[src/hw/rtl/binary_max_heap_queue_top_defines.svh]
// Assertion macros used by the heap queue datapath.
`ifndef BINARY_MAX_HEAP_QUEUE_TOP_DEFINES_SVH
`define BINARY_MAX_HEAP_QUEUE_TOP_DEFINES_SVH

// Property checked at every clock edge outside reset.
`define BMHQ_ASSERT_CLK(label, clk, rst, prop, msg) \
   label: assert property (@(posedge clk) disable iff (rst) prop) else $error(msg);

// Property that must hold in the cycle after a trigger condition.
`define BMHQ_ASSERT_NEXT(label, clk, rst, cond, prop, msg) \
   label: assert property (@(posedge clk) disable iff (rst) (cond) |=> (prop)) else $error(msg);

`endif

[src/hw/rtl/bmhq_pkg.sv]
// Types and constants shared by the heap queue controller, datapath and top level.
package bmhq_pkg;

   localparam int DATA_W      = 32;
   localparam int COUNT_OUT_W = 7;
   localparam int STATUS_W    = 2;

   localparam logic OP_INSERT  = 1'b0;
   localparam logic OP_EXTRACT = 1'b1;

   localparam logic [STATUS_W-1:0] STATUS_OK    = 2'd0;
   localparam logic [STATUS_W-1:0] STATUS_EMPTY = 2'd1;
   localparam logic [STATUS_W-1:0] STATUS_FULL  = 2'd2;

   typedef enum logic [3:0] {
      CMD_NONE,
      CMD_LATCH,
      CMD_REJECT_FULL,
      CMD_REJECT_EMPTY,
      CMD_BEGIN_INS,
      CMD_BEGIN_EXT,
      CMD_RD_LAST,
      CMD_LOAD_DN,
      CMD_RD_KIDS,
      CMD_CMP_DN,
      CMD_RD_PARENT,
      CMD_CMP_UP,
      CMD_PLACE,
      CMD_EMIT
   } cmd_type;

   typedef struct packed {
      logic is_extract;
      logic is_empty;
      logic is_full;
      logic last_one;
      logic pos_zero;
      logic up_move;
      logic dn_move;
      logic rsp_free;
   } dp_status_type;

endpackage

[src/hw/rtl/bmhq_ctrl.sv]
// Controller state machine that sequences inserts, extracts and the sift walks.
module bmhq_ctrl (
   input  logic                   clock,
   input  logic                   reset,
   input  logic                   req_tvalid,
   output logic                   req_tready,
   input  bmhq_pkg::dp_status_type st,
   output bmhq_pkg::cmd_type      cmd
);

   typedef enum logic [8:0] {
      ST_IDLE    = 9'b000000001,
      ST_DECIDE  = 9'b000000010,
      ST_UP_RD   = 9'b000000100,
      ST_UP_CMP  = 9'b000001000,
      ST_RD_LAST = 9'b000010000,
      ST_LOAD_DN = 9'b000100000,
      ST_DN_RD   = 9'b001000000,
      ST_DN_CMP  = 9'b010000000,
      ST_EMIT    = 9'b100000000
   } state_type;

   state_type state_ff, state_in;

   always_comb begin
      state_in   = state_ff;
      cmd        = bmhq_pkg::CMD_NONE;
      req_tready = 1'b0;
      unique case (state_ff)
         ST_IDLE: begin
            req_tready = 1'b1;
            if (req_tvalid) begin
               cmd      = bmhq_pkg::CMD_LATCH;
               state_in = ST_DECIDE;
            end
         end
         ST_DECIDE: begin
            if (!st.is_extract) begin
               if (st.is_full) begin
                  cmd      = bmhq_pkg::CMD_REJECT_FULL;
                  state_in = ST_EMIT;
               end else begin
                  cmd      = bmhq_pkg::CMD_BEGIN_INS;
                  state_in = ST_UP_RD;
               end
            end else if (st.is_empty) begin
               cmd      = bmhq_pkg::CMD_REJECT_EMPTY;
               state_in = ST_EMIT;
            end else begin
               cmd      = bmhq_pkg::CMD_BEGIN_EXT;
               // Removing the only entry leaves nothing to sift.
               state_in = st.last_one ? ST_EMIT : ST_RD_LAST;
            end
         end
         ST_UP_RD: begin
            if (st.pos_zero) begin
               cmd      = bmhq_pkg::CMD_PLACE;
               state_in = ST_EMIT;
            end else begin
               cmd      = bmhq_pkg::CMD_RD_PARENT;
               state_in = ST_UP_CMP;
            end
         end
         ST_UP_CMP: begin
            cmd      = bmhq_pkg::CMD_CMP_UP;
            state_in = st.up_move ? ST_UP_RD : ST_EMIT;
         end
         ST_RD_LAST: begin
            cmd      = bmhq_pkg::CMD_RD_LAST;
            state_in = ST_LOAD_DN;
         end
         ST_LOAD_DN: begin
            cmd      = bmhq_pkg::CMD_LOAD_DN;
            state_in = ST_DN_CMP;
         end
         ST_DN_RD: begin
            cmd      = bmhq_pkg::CMD_RD_KIDS;
            state_in = ST_DN_CMP;
         end
         ST_DN_CMP: begin
            cmd      = bmhq_pkg::CMD_CMP_DN;
            state_in = st.dn_move ? ST_DN_RD : ST_EMIT;
         end
         ST_EMIT: begin
            if (st.rsp_free) begin
               cmd      = bmhq_pkg::CMD_EMIT;
               state_in = ST_IDLE;
            end
         end
         default: begin
            state_in = ST_IDLE;
         end
      endcase
   end

   always_ff @(posedge clock) begin
      if (reset) begin
         state_ff <= ST_IDLE;
      end else begin
         state_ff <= state_in;
      end
   end

endmodule

[src/hw/rtl/bmhq_dpath.sv]
// Datapath: heap memory, entry count, sift position, moving value and result register.
`include "binary_max_heap_queue_top_defines.svh"

module bmhq_dpath #(
   parameter int CAPACITY = 64
) (
   input  logic                                clock,
   input  logic                                reset,
   input  bmhq_pkg::cmd_type                   cmd,
   output bmhq_pkg::dp_status_type             st,
   input  logic                                req_op,
   input  logic signed [bmhq_pkg::DATA_W-1:0]  req_value,
   input  logic                                rsp_tready,
   output logic                                rsp_valid,
   output logic signed [bmhq_pkg::DATA_W-1:0]  rsp_extracted,
   output logic signed [bmhq_pkg::DATA_W-1:0]  rsp_top,
   output logic [bmhq_pkg::COUNT_OUT_W-1:0]    rsp_count,
   output logic [bmhq_pkg::STATUS_W-1:0]       rsp_status
);

   localparam int AW = (CAPACITY > 1) ? $clog2(CAPACITY) : 1;
   localparam int CW = $clog2(CAPACITY + 1);
   localparam int IW = AW + 2;

   logic signed [bmhq_pkg::DATA_W-1:0] heap_ff [CAPACITY];
   logic signed [bmhq_pkg::DATA_W-1:0] rd_a_ff, rd_b_ff;

   logic                               op_ff, op_in;
   logic signed [bmhq_pkg::DATA_W-1:0] value_ff, value_in;
   logic [CW-1:0]                      count_ff, count_in;
   logic [AW-1:0]                      pos_ff, pos_in;
   logic signed [bmhq_pkg::DATA_W-1:0] hold_ff, hold_in;
   logic signed [bmhq_pkg::DATA_W-1:0] root_ff, root_in;
   logic signed [bmhq_pkg::DATA_W-1:0] res_extracted_ff, res_extracted_in;
   logic [bmhq_pkg::STATUS_W-1:0]      res_status_ff, res_status_in;

   logic                               rsp_valid_ff, rsp_valid_in;
   logic signed [bmhq_pkg::DATA_W-1:0] rsp_extracted_ff, rsp_extracted_in;
   logic signed [bmhq_pkg::DATA_W-1:0] rsp_top_ff, rsp_top_in;
   logic [CW-1:0]                      rsp_count_ff, rsp_count_in;
   logic [bmhq_pkg::STATUS_W-1:0]      rsp_status_ff, rsp_status_in;

   logic                               mem_we;
   logic [AW-1:0]                      mem_waddr, addr_a, addr_b;
   logic signed [bmhq_pkg::DATA_W-1:0] mem_wdata;

   logic [IW-1:0]                      left_idx, right_idx, count_wide;
   logic [AW-1:0]                      parent_idx;
   logic                               left_ok, right_ok, left_gt, right_gt;
   logic signed [bmhq_pkg::DATA_W-1:0] best_val;
   logic [CW+bmhq_pkg::COUNT_OUT_W-1:0] count_out_wide;

   assign count_wide = IW'(count_ff);
   assign left_idx   = {1'b0, pos_ff, 1'b1};
   assign right_idx  = {1'b0, pos_ff, 1'b0} + IW'(2);
   assign parent_idx = (pos_ff - AW'(1)) >> 1;

   // Children past the fill count are ignored; their read data may be stale.
   assign left_ok  = left_idx < count_wide;
   assign right_ok = right_idx < count_wide;
   assign left_gt  = left_ok && (rd_a_ff > hold_ff);
   assign best_val = left_gt ? rd_a_ff : hold_ff;
   assign right_gt = right_ok && (rd_b_ff > best_val);

   assign st.is_extract = (op_ff == bmhq_pkg::OP_EXTRACT);
   assign st.is_empty   = (count_ff == CW'(0));
   assign st.is_full    = (count_ff == CW'(CAPACITY));
   assign st.last_one   = (count_ff == CW'(1));
   assign st.pos_zero   = (pos_ff == AW'(0));
   assign st.up_move    = (hold_ff > rd_a_ff);
   assign st.dn_move    = left_gt || right_gt;
   assign st.rsp_free   = !rsp_valid_ff || rsp_tready;

   always_comb begin
      op_in            = op_ff;
      value_in         = value_ff;
      count_in         = count_ff;
      pos_in           = pos_ff;
      hold_in          = hold_ff;
      res_extracted_in = res_extracted_ff;
      res_status_in    = res_status_ff;
      rsp_extracted_in = rsp_extracted_ff;
      rsp_top_in       = rsp_top_ff;
      rsp_count_in     = rsp_count_ff;
      rsp_status_in    = rsp_status_ff;
      rsp_valid_in     = rsp_valid_ff && !rsp_tready;
      mem_we           = 1'b0;
      mem_waddr        = pos_ff;
      mem_wdata        = hold_ff;
      addr_a           = left_idx[AW-1:0];
      addr_b           = right_idx[AW-1:0];
      unique case (cmd)
         bmhq_pkg::CMD_NONE: begin
         end
         bmhq_pkg::CMD_LATCH: begin
            op_in    = req_op;
            value_in = req_value;
         end
         bmhq_pkg::CMD_REJECT_FULL: begin
            res_status_in    = bmhq_pkg::STATUS_FULL;
            res_extracted_in = '0;
         end
         bmhq_pkg::CMD_REJECT_EMPTY: begin
            res_status_in    = bmhq_pkg::STATUS_EMPTY;
            res_extracted_in = '0;
         end
         bmhq_pkg::CMD_BEGIN_INS: begin
            res_status_in    = bmhq_pkg::STATUS_OK;
            res_extracted_in = '0;
            pos_in           = count_ff[AW-1:0];
            hold_in          = value_ff;
            count_in         = count_ff + CW'(1);
         end
         bmhq_pkg::CMD_BEGIN_EXT: begin
            res_status_in    = bmhq_pkg::STATUS_OK;
            res_extracted_in = root_ff;
            pos_in           = '0;
            count_in         = count_ff - CW'(1);
         end
         bmhq_pkg::CMD_RD_LAST: begin
            addr_a = count_ff[AW-1:0];
         end
         bmhq_pkg::CMD_LOAD_DN: begin
            hold_in = rd_a_ff;
         end
         bmhq_pkg::CMD_RD_KIDS: begin
         end
         bmhq_pkg::CMD_CMP_DN: begin
            mem_we = 1'b1;
            if (right_gt) begin
               mem_wdata = rd_b_ff;
               pos_in    = right_idx[AW-1:0];
            end else if (left_gt) begin
               mem_wdata = rd_a_ff;
               pos_in    = left_idx[AW-1:0];
            end
         end
         bmhq_pkg::CMD_RD_PARENT: begin
            addr_a = parent_idx;
         end
         bmhq_pkg::CMD_CMP_UP: begin
            mem_we = 1'b1;
            // The parent moves down into the hole; ties leave the value here.
            if (st.up_move) begin
               mem_wdata = rd_a_ff;
               pos_in    = parent_idx;
            end
         end
         bmhq_pkg::CMD_PLACE: begin
            mem_we = 1'b1;
         end
         bmhq_pkg::CMD_EMIT: begin
            rsp_valid_in     = 1'b1;
            rsp_extracted_in = res_extracted_ff;
            rsp_top_in       = st.is_empty ? '0 : root_ff;
            rsp_count_in     = count_ff;
            rsp_status_in    = res_status_ff;
         end
         default: begin
         end
      endcase
   end

   // The root is mirrored so the maximum is known without a memory read.
   assign root_in = (mem_we && mem_waddr == AW'(0)) ? mem_wdata : root_ff;

   always_ff @(posedge clock) begin
      if (mem_we) begin
         heap_ff[mem_waddr] <= mem_wdata;
      end
      rd_a_ff <= heap_ff[addr_a];
      rd_b_ff <= heap_ff[addr_b];
   end

   always_ff @(posedge clock) begin
      if (reset) begin
         count_ff     <= '0;
         rsp_valid_ff <= 1'b0;
      end else begin
         count_ff     <= count_in;
         rsp_valid_ff <= rsp_valid_in;
      end
   end

   always_ff @(posedge clock) begin
      op_ff            <= op_in;
      value_ff         <= value_in;
      pos_ff           <= pos_in;
      hold_ff          <= hold_in;
      root_ff          <= root_in;
      res_extracted_ff <= res_extracted_in;
      res_status_ff    <= res_status_in;
      rsp_extracted_ff <= rsp_extracted_in;
      rsp_top_ff       <= rsp_top_in;
      rsp_count_ff     <= rsp_count_in;
      rsp_status_ff    <= rsp_status_in;
   end

   assign count_out_wide = {{bmhq_pkg::COUNT_OUT_W{1'b0}}, rsp_count_ff};

   assign rsp_valid     = rsp_valid_ff;
   assign rsp_extracted = rsp_extracted_ff;
   assign rsp_top       = rsp_top_ff;
   assign rsp_count     = count_out_wide[bmhq_pkg::COUNT_OUT_W-1:0];
   assign rsp_status    = rsp_status_ff;

   `BMHQ_ASSERT_CLK(a_count_bound, clock, reset, count_ff <= CW'(CAPACITY), "entry count above capacity")
   `BMHQ_ASSERT_CLK(a_write_in_range, clock, reset, mem_we |-> (IW'(pos_ff) < count_wide), "heap write beyond fill count")
   `BMHQ_ASSERT_CLK(a_emit_free, clock, reset, (cmd == bmhq_pkg::CMD_EMIT) |-> st.rsp_free, "result overwritten before its transfer")
   `BMHQ_ASSERT_NEXT(a_full_status, clock, reset, cmd == bmhq_pkg::CMD_REJECT_FULL, count_ff == CW'(CAPACITY), "full status with free slots")

endmodule

[src/hw/rtl/binary_max_heap_queue_top.sv]
// Top level of the binary max-heap priority queue.
// A rejected item or the removal of the only entry goes straight to the result; an insert climbs
// one level per compare until it reaches the root or a parent not below it; an extract moves the
// last entry to the root and sinks it until no child is greater.
// One item at a time: the next request is taken only after the previous result is loaded for output.
// Reset empties the queue at once; heap memory contents are not cleared.
module binary_max_heap_queue_top #(
   parameter int CAPACITY = 64
) (
   input  logic        clock,
   input  logic        reset,
   input  logic        req_tvalid,
   output logic        req_tready,
   input  logic [31:0] req_tdata,   // [31:0] value
   input  logic [0:0]  req_tuser,   // [0] op
   output logic        rsp_tvalid,
   input  logic        rsp_tready,
   output logic [71:0] rsp_tdata,   // [31:0] extracted, [63:32] top, [70:64] entry_count
   output logic [1:0]  rsp_tuser    // [1:0] status
);

   bmhq_pkg::cmd_type       cmd;
   bmhq_pkg::dp_status_type st;

   logic signed [bmhq_pkg::DATA_W-1:0] rsp_extracted, rsp_top;
   logic [bmhq_pkg::COUNT_OUT_W-1:0]   rsp_count;
   logic [bmhq_pkg::STATUS_W-1:0]      rsp_status;

   bmhq_ctrl u_ctrl (
      .clock      (clock),
      .reset      (reset),
      .req_tvalid (req_tvalid),
      .req_tready (req_tready),
      .st         (st),
      .cmd        (cmd)
   );

   bmhq_dpath #(
      .CAPACITY (CAPACITY)
   ) u_dpath (
      .clock         (clock),
      .reset         (reset),
      .cmd           (cmd),
      .st            (st),
      .req_op        (req_tuser[0]),
      .req_value     (req_tdata),
      .rsp_tready    (rsp_tready),
      .rsp_valid     (rsp_tvalid),
      .rsp_extracted (rsp_extracted),
      .rsp_top       (rsp_top),
      .rsp_count     (rsp_count),
      .rsp_status    (rsp_status)
   );

   assign rsp_tdata = {1'b0, rsp_count, rsp_top, rsp_extracted};
   assign rsp_tuser = rsp_status;

endmodule

[config.mk]
export PLATFORM = sky130hd
export DESIGN_NAME = binary_max_heap_queue_top
export DESIGN_NICKNAME = d
export VERILOG_FILES = /design/src/hw/rtl/bmhq_pkg.sv /design/src/hw/rtl/bmhq_ctrl.sv /design/src/hw/rtl/bmhq_dpath.sv /design/src/hw/rtl/binary_max_heap_queue_top.sv
export VERILOG_INCLUDE_DIRS = /design/src /design/src/hw/rtl
export SDC_FILE = /design/constraint.sdc
export NUM_CORES = 2
export LEC_CHECK = 0
export BUFFER_PORTS_ARGS = -buffer_cell sky130_fd_sc_hd__buf_4
export CELL_PAD_IN_SITES_DETAIL_PLACEMENT = 1
export CELL_PAD_IN_SITES_GLOBAL_PLACEMENT = 2
export CORE_MARGIN = 3
export CORE_UTILIZATION = 40
export CTS_CLUSTER_SIZE = 16
export DETAILED_ROUTE_END_ITERATION = 8
export PLACE_DENSITY = 0.75
export RECOVER_POWER = 25
export SYNTH_ARGS = -nofsm -noshare
export SYNTH_HDL_FRONTEND = slang
export SYNTH_SLANG_ARGS = --single-unit
[constraint.sdc]
create_clock -name clock -period 8.5 [get_ports clock]
set_input_delay 1.7 -clock clock [delete_from_list [all_inputs] [get_ports clock]]
set_output_delay 1.7 -clock clock [all_outputs]
set_load 0.1 [all_outputs]
* Word-level counts from Yosys, hierarchy flattened
Memory sizes are Yosys's and may differ from the RTL's. A register that Yosys moved wholly into a read port is not among the register bits. Index checks and enable logic that the tools add are counted.
Cells by class: magnitude comparators 5, muxes and demuxes 35, bitwise gates (word level) 0, reduce and logical (&&, ||, !) cells 21, $add $sub $neg 4, equality and inequality tests 27, shift operators 0, div/mod/pow operators 0, $mul 0
Operators by type and width (number):
- $pmux 32 s2 | 3
- $gt 32x32->1 | 3
- $mux 32 | 3
- $mux 9 | 9
- $pmux 9 s8 | 1
- $pmux 4 s9 | 1
- $pmux 6 s4 | 1
- $eq 4x4->1 const B | 5
- $mux 6 | 3
- $eq 4x3->1 const B | 4
- $pmux 7 s2 | 1
- $pmux 6 s2 | 1
- $eq 9x1->1 const B | 1
- $eq 9x2->1 const B | 1
- $eq 9x3->1 const B | 1
- $eq 9x4->1 const B | 1
- $eq 9x5->1 const B | 1
- $eq 9x6->1 const B | 1
- $eq 9x7->1 const B | 1
- $eq 9x8->1 const B | 1
- $eq 9x9->1 const B | 1
- $mux 3 | 3
- $add 7x2->8 const B | 1
- $eq 4x2->1 const B | 2
- 25 further kinds | 42
Storage, ports and cells: output and inout bits 76, RAM bits 2048, memories 1, bits in latches 0, word-level logic and storage cells 107, register bits 227, input bits 37, bits in read-only memories 0
Memory list:
- u_dpath.heap_ff | depth 64, width 32, rd ports 2, clocked after memory_dff 2, wr ports 1, line bmhq_dpath.sv:25 | logic signed [bmhq_pkg::DATA_W-1:0] heap_ff [CAPACITY];

* Logic depth before layout (Yosys ltp)
word-level depth 9, gate-level depth with buffers 26, gate-level depth less buffers 19

* Hierarchy
A second synthesis with hierarchy kept.
Second synthesis, totals: cells, all modules 8115, area total of the unflattened synthesis 102463.3 µm²
By module, submodules not included:
- bmhq_dpath | sequential area each 69246.4 µm², area each 101778.9 µm², cells an instance 8027, times used 1
- bmhq_ctrl | sequential area each 180.2 µm², area each 673.1 µm², cells an instance 86, times used 1
- binary_max_heap_queue_top | sequential area each 0.0 µm², area each 11.3 µm², cells an instance 2, times used 1

* Worst setup path before layout
OpenSTA, ideal clock, no wires.
kind reg2reg, from register u_dpath.pos_ff[0], in the netlist u_dpath.mem_waddr[0], to memory u_dpath.heap_ff[0][25] in the netlist's numbering (data pin), buffers on the path 5, arrival 7.781 ns, setup time 0.710 ns, period minus slack after synthesis 8.491 ns, required time 7.790 ns, stages on the path, launching flop included 24, path slack 0.009 ns, cell sequence edfxtp_1 > buf_2 > buf_2 > buf_1 > inv_1 > ha_1 > nor2b_1 > o21a_1 > o21ai_0 > a211o_1 > and2_1 > nand2_1 > buf_2 > buf_1 > a22oi_1 > ha_1 > a21o_1 > a211o_1 > o221ai_1 > a211oi_1 > nor4_1 > mux2i_1 > o21ai_0 > o21ai_0
Between the ends: word-level cells in the longest chain between the ends 7, elaborated cells on any way between the ends 14, those cells by class 1 x add/sub; 3 x order compare; 2 x eq/ne; 5 x mux; 3 x reduce/logical
RTL lines:
- from (decl) | line bmhq_dpath.sv:31 | logic [AW-1:0] pos_ff, pos_in;
- from (signal assigned) | line bmhq_dpath.sv:188 | pos_ff <= pos_in;
- $lt 7x7->1 | line bmhq_dpath.sv:59 | assign left_ok = left_idx < count_wide;
- $logic_and 1x1->1 | line bmhq_dpath.sv:61 | assign left_gt = left_ok && (rd_a_ff > hold_ff);
- $mux 32 | line bmhq_dpath.sv:62, bmhq_dpath.sv:133
- $gt 32x32->1 | line bmhq_dpath.sv:63 | assign right_gt = right_ok && (rd_b_ff > best_val);
- $logic_and 1x1->1 | line bmhq_dpath.sv:63
- $mux 32 | line bmhq_dpath.sv:130 | if (right_gt) begin
- $pmux 32 s2 * | line bmhq_dpath.sv:92 | unique case (cmd)
- named net u_dpath.mem_wdata, one bit | line bmhq_dpath.sv:45 | logic signed [bmhq_pkg::DATA_W-1:0] mem_wdata;
- to (decl) | line bmhq_dpath.sv:25
Mark *: on every way through the listed nets, which the timed path passes. The rest lies on a longest branch.

* Worst setup path after layout
from register u_ctrl.state_ff[0], to memory u_dpath.heap_ff[38][31] in the netlist's numbering (enable)
Between the ends: word-level cells in the longest chain between the ends 7, elaborated cells on any way between the ends 17, those cells by class 12 x eq/ne; 4 x mux; 1 x reduce/logical
RTL lines:
- from (decl) | line bmhq_ctrl.sv:23 | state_type state_ff, state_in;
- from (signal assigned) | line bmhq_ctrl.sv:100 | state_ff <= state_in;
- $eq 9x9->1 (tied with other cells) | line bmhq_ctrl.sv:29 | unique case (state_ff)
- $pmux 4 s9 * | line bmhq_ctrl.sv:29
- $eq 4x4->1 | line bmhq_dpath.sv:92
- $reduce_or 3->1 (no source line) *
- $mux 1 * | line bmhq_dpath.sv:92
- $mux 1 * | line bmhq_dpath.sv:168 | if (mem_we) begin
- $mux 1 (not written as such) * | line bmhq_dpath.sv:169 | heap_ff[mem_waddr] <= mem_wdata;
Mark *: on every way between the ends. The rest lies on a longest branch, timed or not.

==> impl_results.md <==
* Post-Syn Area per Cell at 13.9 um2
* Max Cap Viol at 54
* Final instance area at 114,000 um2
* Prevailing post-synth register cell: edfxtp_1
* CTS hold repair buffers at 0
* Routed Antenna Nets at 0
* Ys Warns at 0
* Failing checks: capacitance limit, slew limit
* Grt ovf at 0
* Worst slew pin tran at 4.01 ns
* Setup TNS at 0 ns
* EDFF count, synth at 2,258
* Number of buffers created by CTS at 240
* Core area at 251,000 um2
* Post-Place Setup Slack at 1.32 ns
* Placer Congestion at 0.903
* GRT Overall Usage at 31.0%
* Endpoint class of the critical path: flop
* Leakage Power at 38.5 nW
* Reg clk slew, reported paths at 0.07 ns
* Worst hold path class: reg2reg
* Setup bufs post-CTS at 0
* Total Wirelength at 411 mm
* Startpoint types: flop
* Longest Clk Path Bufs at 3
* Routed len/inst at 37.6 um
* CP startpoint: u_ctrl.state_ff[0]
* FF+latch count, synth at 2,339
* Type of the worst setup path: reg2reg
* Layout cells sized above 1 at 12.9%
* Mapped cell area at 101,000 um2
* Final worst-path cycle share at 96.6%
* First-pass GRT wire length at 562 mm
* Count of cell types in the netlist at 77
* IO Port Bufs at 111
* CTS tree: yes
* Hold Startpoint: u_dpath.res_extracted_ff[18]
* TritonRoute pass-1 iters at 8
* Worst-path fanout max at 33
* Seq/Total Area, Yosys at 68.6%
* # setup viols final at 0
* CP Data Required Time at 9.03 ns
* DRC Markers at 0
* Share of async-settable or async-resettable flops after synthesis at 0%
* FP Rows at 184
* Synth Instances at 7,297
* Final Slew Violations at 1,145
* Worst setup margin at 0.292 ns
* Initial drt markers at 10,400
* Clk_lat worst skew at 0.92 ns
* Worst R2R Start: u_ctrl.state_ff[0]
* Vias post-DR at 71,200
* Die area at 259,000 um2
* Initial Utilization at 40.2%
* Worst slew margin at -167%
* Layout net count at 7,473
* Final Hold Viols at 0
* Die X at 509 um
* DP Wirelength at 229 mm
* Largest net degree at the start of global routing at 152
* H-Tree Depth at 4
* Clock sinks at 2,339
* IO Pins at 113
* Peak Freq at 0.122 GHz
* Chip height at 509 um
* Placed inst area at 107,000 um2
* Clk_skew at 0.0554 ns
* Syn Nets at 7,415
* Finished Core Util at 45.5%
* Cell Pwr Density at 208 nW/um2
* Peak supply drop at 0.000164 V
* CP arrival at 8.74 ns
* Area Overhead vs Synth at 12.9%
* Outcome: finished, violations left
* Vias in the first global route at 69,000
* Avg Vias per Cell at 6.52
* Tmin final at 8.21 ns
* CTS root buffer: clkbuf_16
* Post-CTS sizing at 0
* RSZ-0062 raised after global routing: false
* Antenna violations before repair at 38
[state kept, by name, indices dropped and copies added, names as in the netlist]
register                  cells
u_dpath.root_ff              32
u_dpath.count_ff              7
u_ctrl.state_ff               9
u_dpath.res_extracted_ff     32
u_dpath.rd_a_ff              32
u_dpath.rsp_top              32
u_dpath.rsp_status            2
u_dpath.mem_waddr             6
u_dpath.rsp_extracted        32
u_dpath.value_ff             32
u_dpath.rd_b_ff              32
u_dpath.rsp_valid             1
u_dpath.hold_ff              32
u_dpath.op_ff                 1
u_dpath.rsp_count             7
u_dpath.res_status_ff         2
u_dpath.heap_ff            2048
[layer usage]
metal  GRT usage [%]  vias up  share of wire, %
met5               0        -             0.018
met4            15.7       12               5.6
met3            5.92      893                11
met2            46.6     4710                44
met1            43.1    37400                39
li1                -    28200                 -
[Yosys cell counts (5+ instances only)]
cell | number | area (um2)
and4_1 | 70 | 613
nor4_1 | 8 | 50.1
o22ai_1 | 6 | 37.5
a221oi_1 | 34 | 298
xnor2_1 | 12 | 105
nor3b_1 | 6 | 45.0
a21o_1 | 16 | 120
buf_2 | 208 | 1040
nor3_1 | 16 | 80.1
xor2_1 | 5 | 43.8
o21ai_1 | 29 | 145
mux2_2 | 33 | 372
mux2i_1 | 269 | 2690
ha_1 | 81 | 1010
a22oi_1 | 63 | 473
buf_6 | 20 | 225
buf_1 | 47 | 176
nand3_1 | 497 | 2490
and3_1 | 10 | 62.6
dfxtp_1 | 81 | 1620
nand2b_1 | 17 | 106
buf_4 | 62 | 465
nor2_1 | 103 | 387
inv_1 | 51 | 191
a32oi_1 | 264 | 2310
mux4_2 | 256 | 5770
and2_1 | 70 | 438
o211ai_1 | 7 | 52.6
or3_1 | 10 | 62.6
clkbuf_1 | 182 | 683
a21oi_1 | 16 | 80.1
nand2_1 | 1838 | 6900
nor2b_1 | 40 | 250
edfxtp_1 | 2258 | 67800
nand4_1 | 398 | 2490
o21ai_0 | 86 | 430
a31oi_1 | 60 | 375
[cells in the final DEF (no fill, tap or decap), drive strengths merged, types with 7 or more instances in the layout]
master	n
bufinv	19
and3	10
a31oi	60
ha	81
a22oi	64
a21oi	18
or3	11
o211ai	7
clkbuf	454
edfxtp	2258
nand3	498
dfxtp	81
xnor2	12
nor3	21
mux2i	269
nor2b	40
a21o	16
nor2	104
a32oi	264
a221oi	37
nand2	1838
clkinvlp	9
nor4	8
o21ai	115
and4	70
nand2b	17
mux4	256
inv	56
mux2	33
diode	17
buf	194
nand4	398
clkinv	103
and2	70
nor3b	7
[cell type report]
class                           count  area [um2]
Fill cell                       25000      137000
Sequential cell                  2339       69400
Clock inverter                    136        1320
Antenna cell                       17        42.5
Tap cell                         3348        4190
Clock buffer                      312        6470
Inverter                           51         198
Multi-Input combinational cell   4387       29800
Timing Repair Buffer              336        2870
[worst max-delay path, stage by stage, from the launching register on]
cell,delay (ns)
dfxtp_1,0.37
or3_1,0.56
nor4_1,0.29
clkbuf_1,1.57
nor2_1,0.54
nand2_1,0.61
nand3_1,0.57
nor2_4,0.22
clkbuf_1,2.15
buf_4,0.88
[cells by family after synthesis]
kind of cell / share of synthesized area [%]
compound gates: 4.71
xor+xnor: 0.147
fa+ha+maj: 1.00
buf+inv: 2.76
flops: 68.6
mux: 8.73
other cells: 0.00371
simple gates: 14.0
[final timing paths]
check                                   end  slack, ns  depth (start not counted)
setup / recovery    u_dpath.heap_ff[38][31]       0.29                          9
hold / removal    u_dpath.rsp_extracted[18]       0.42                          0
setup reg to reg    u_dpath.heap_ff[38][31]       0.29                          9
hold reg to reg   u_dpath.rsp_extracted[18]       0.42                          0
[through the flow]
step,hold slack [ns],cells,total power (W)
global route,0.424,10900,0.0243
global placement,0.400,10500,0.0134
floorplan,0.400,7297,0.0131
finish,0.419,10900,0.0238
CTS,0.420,10900,0.0239
detailed placement,0.406,10500,0.0134
[power breakdown]
group / switching (W) / internal, W
clock: 0.00465 / 0.00594
sequential: 0.0000581 / 0.0125
combinational: 0.000417 / 0.000177
No activity file was read; power rests on OpenSTA's default activity.
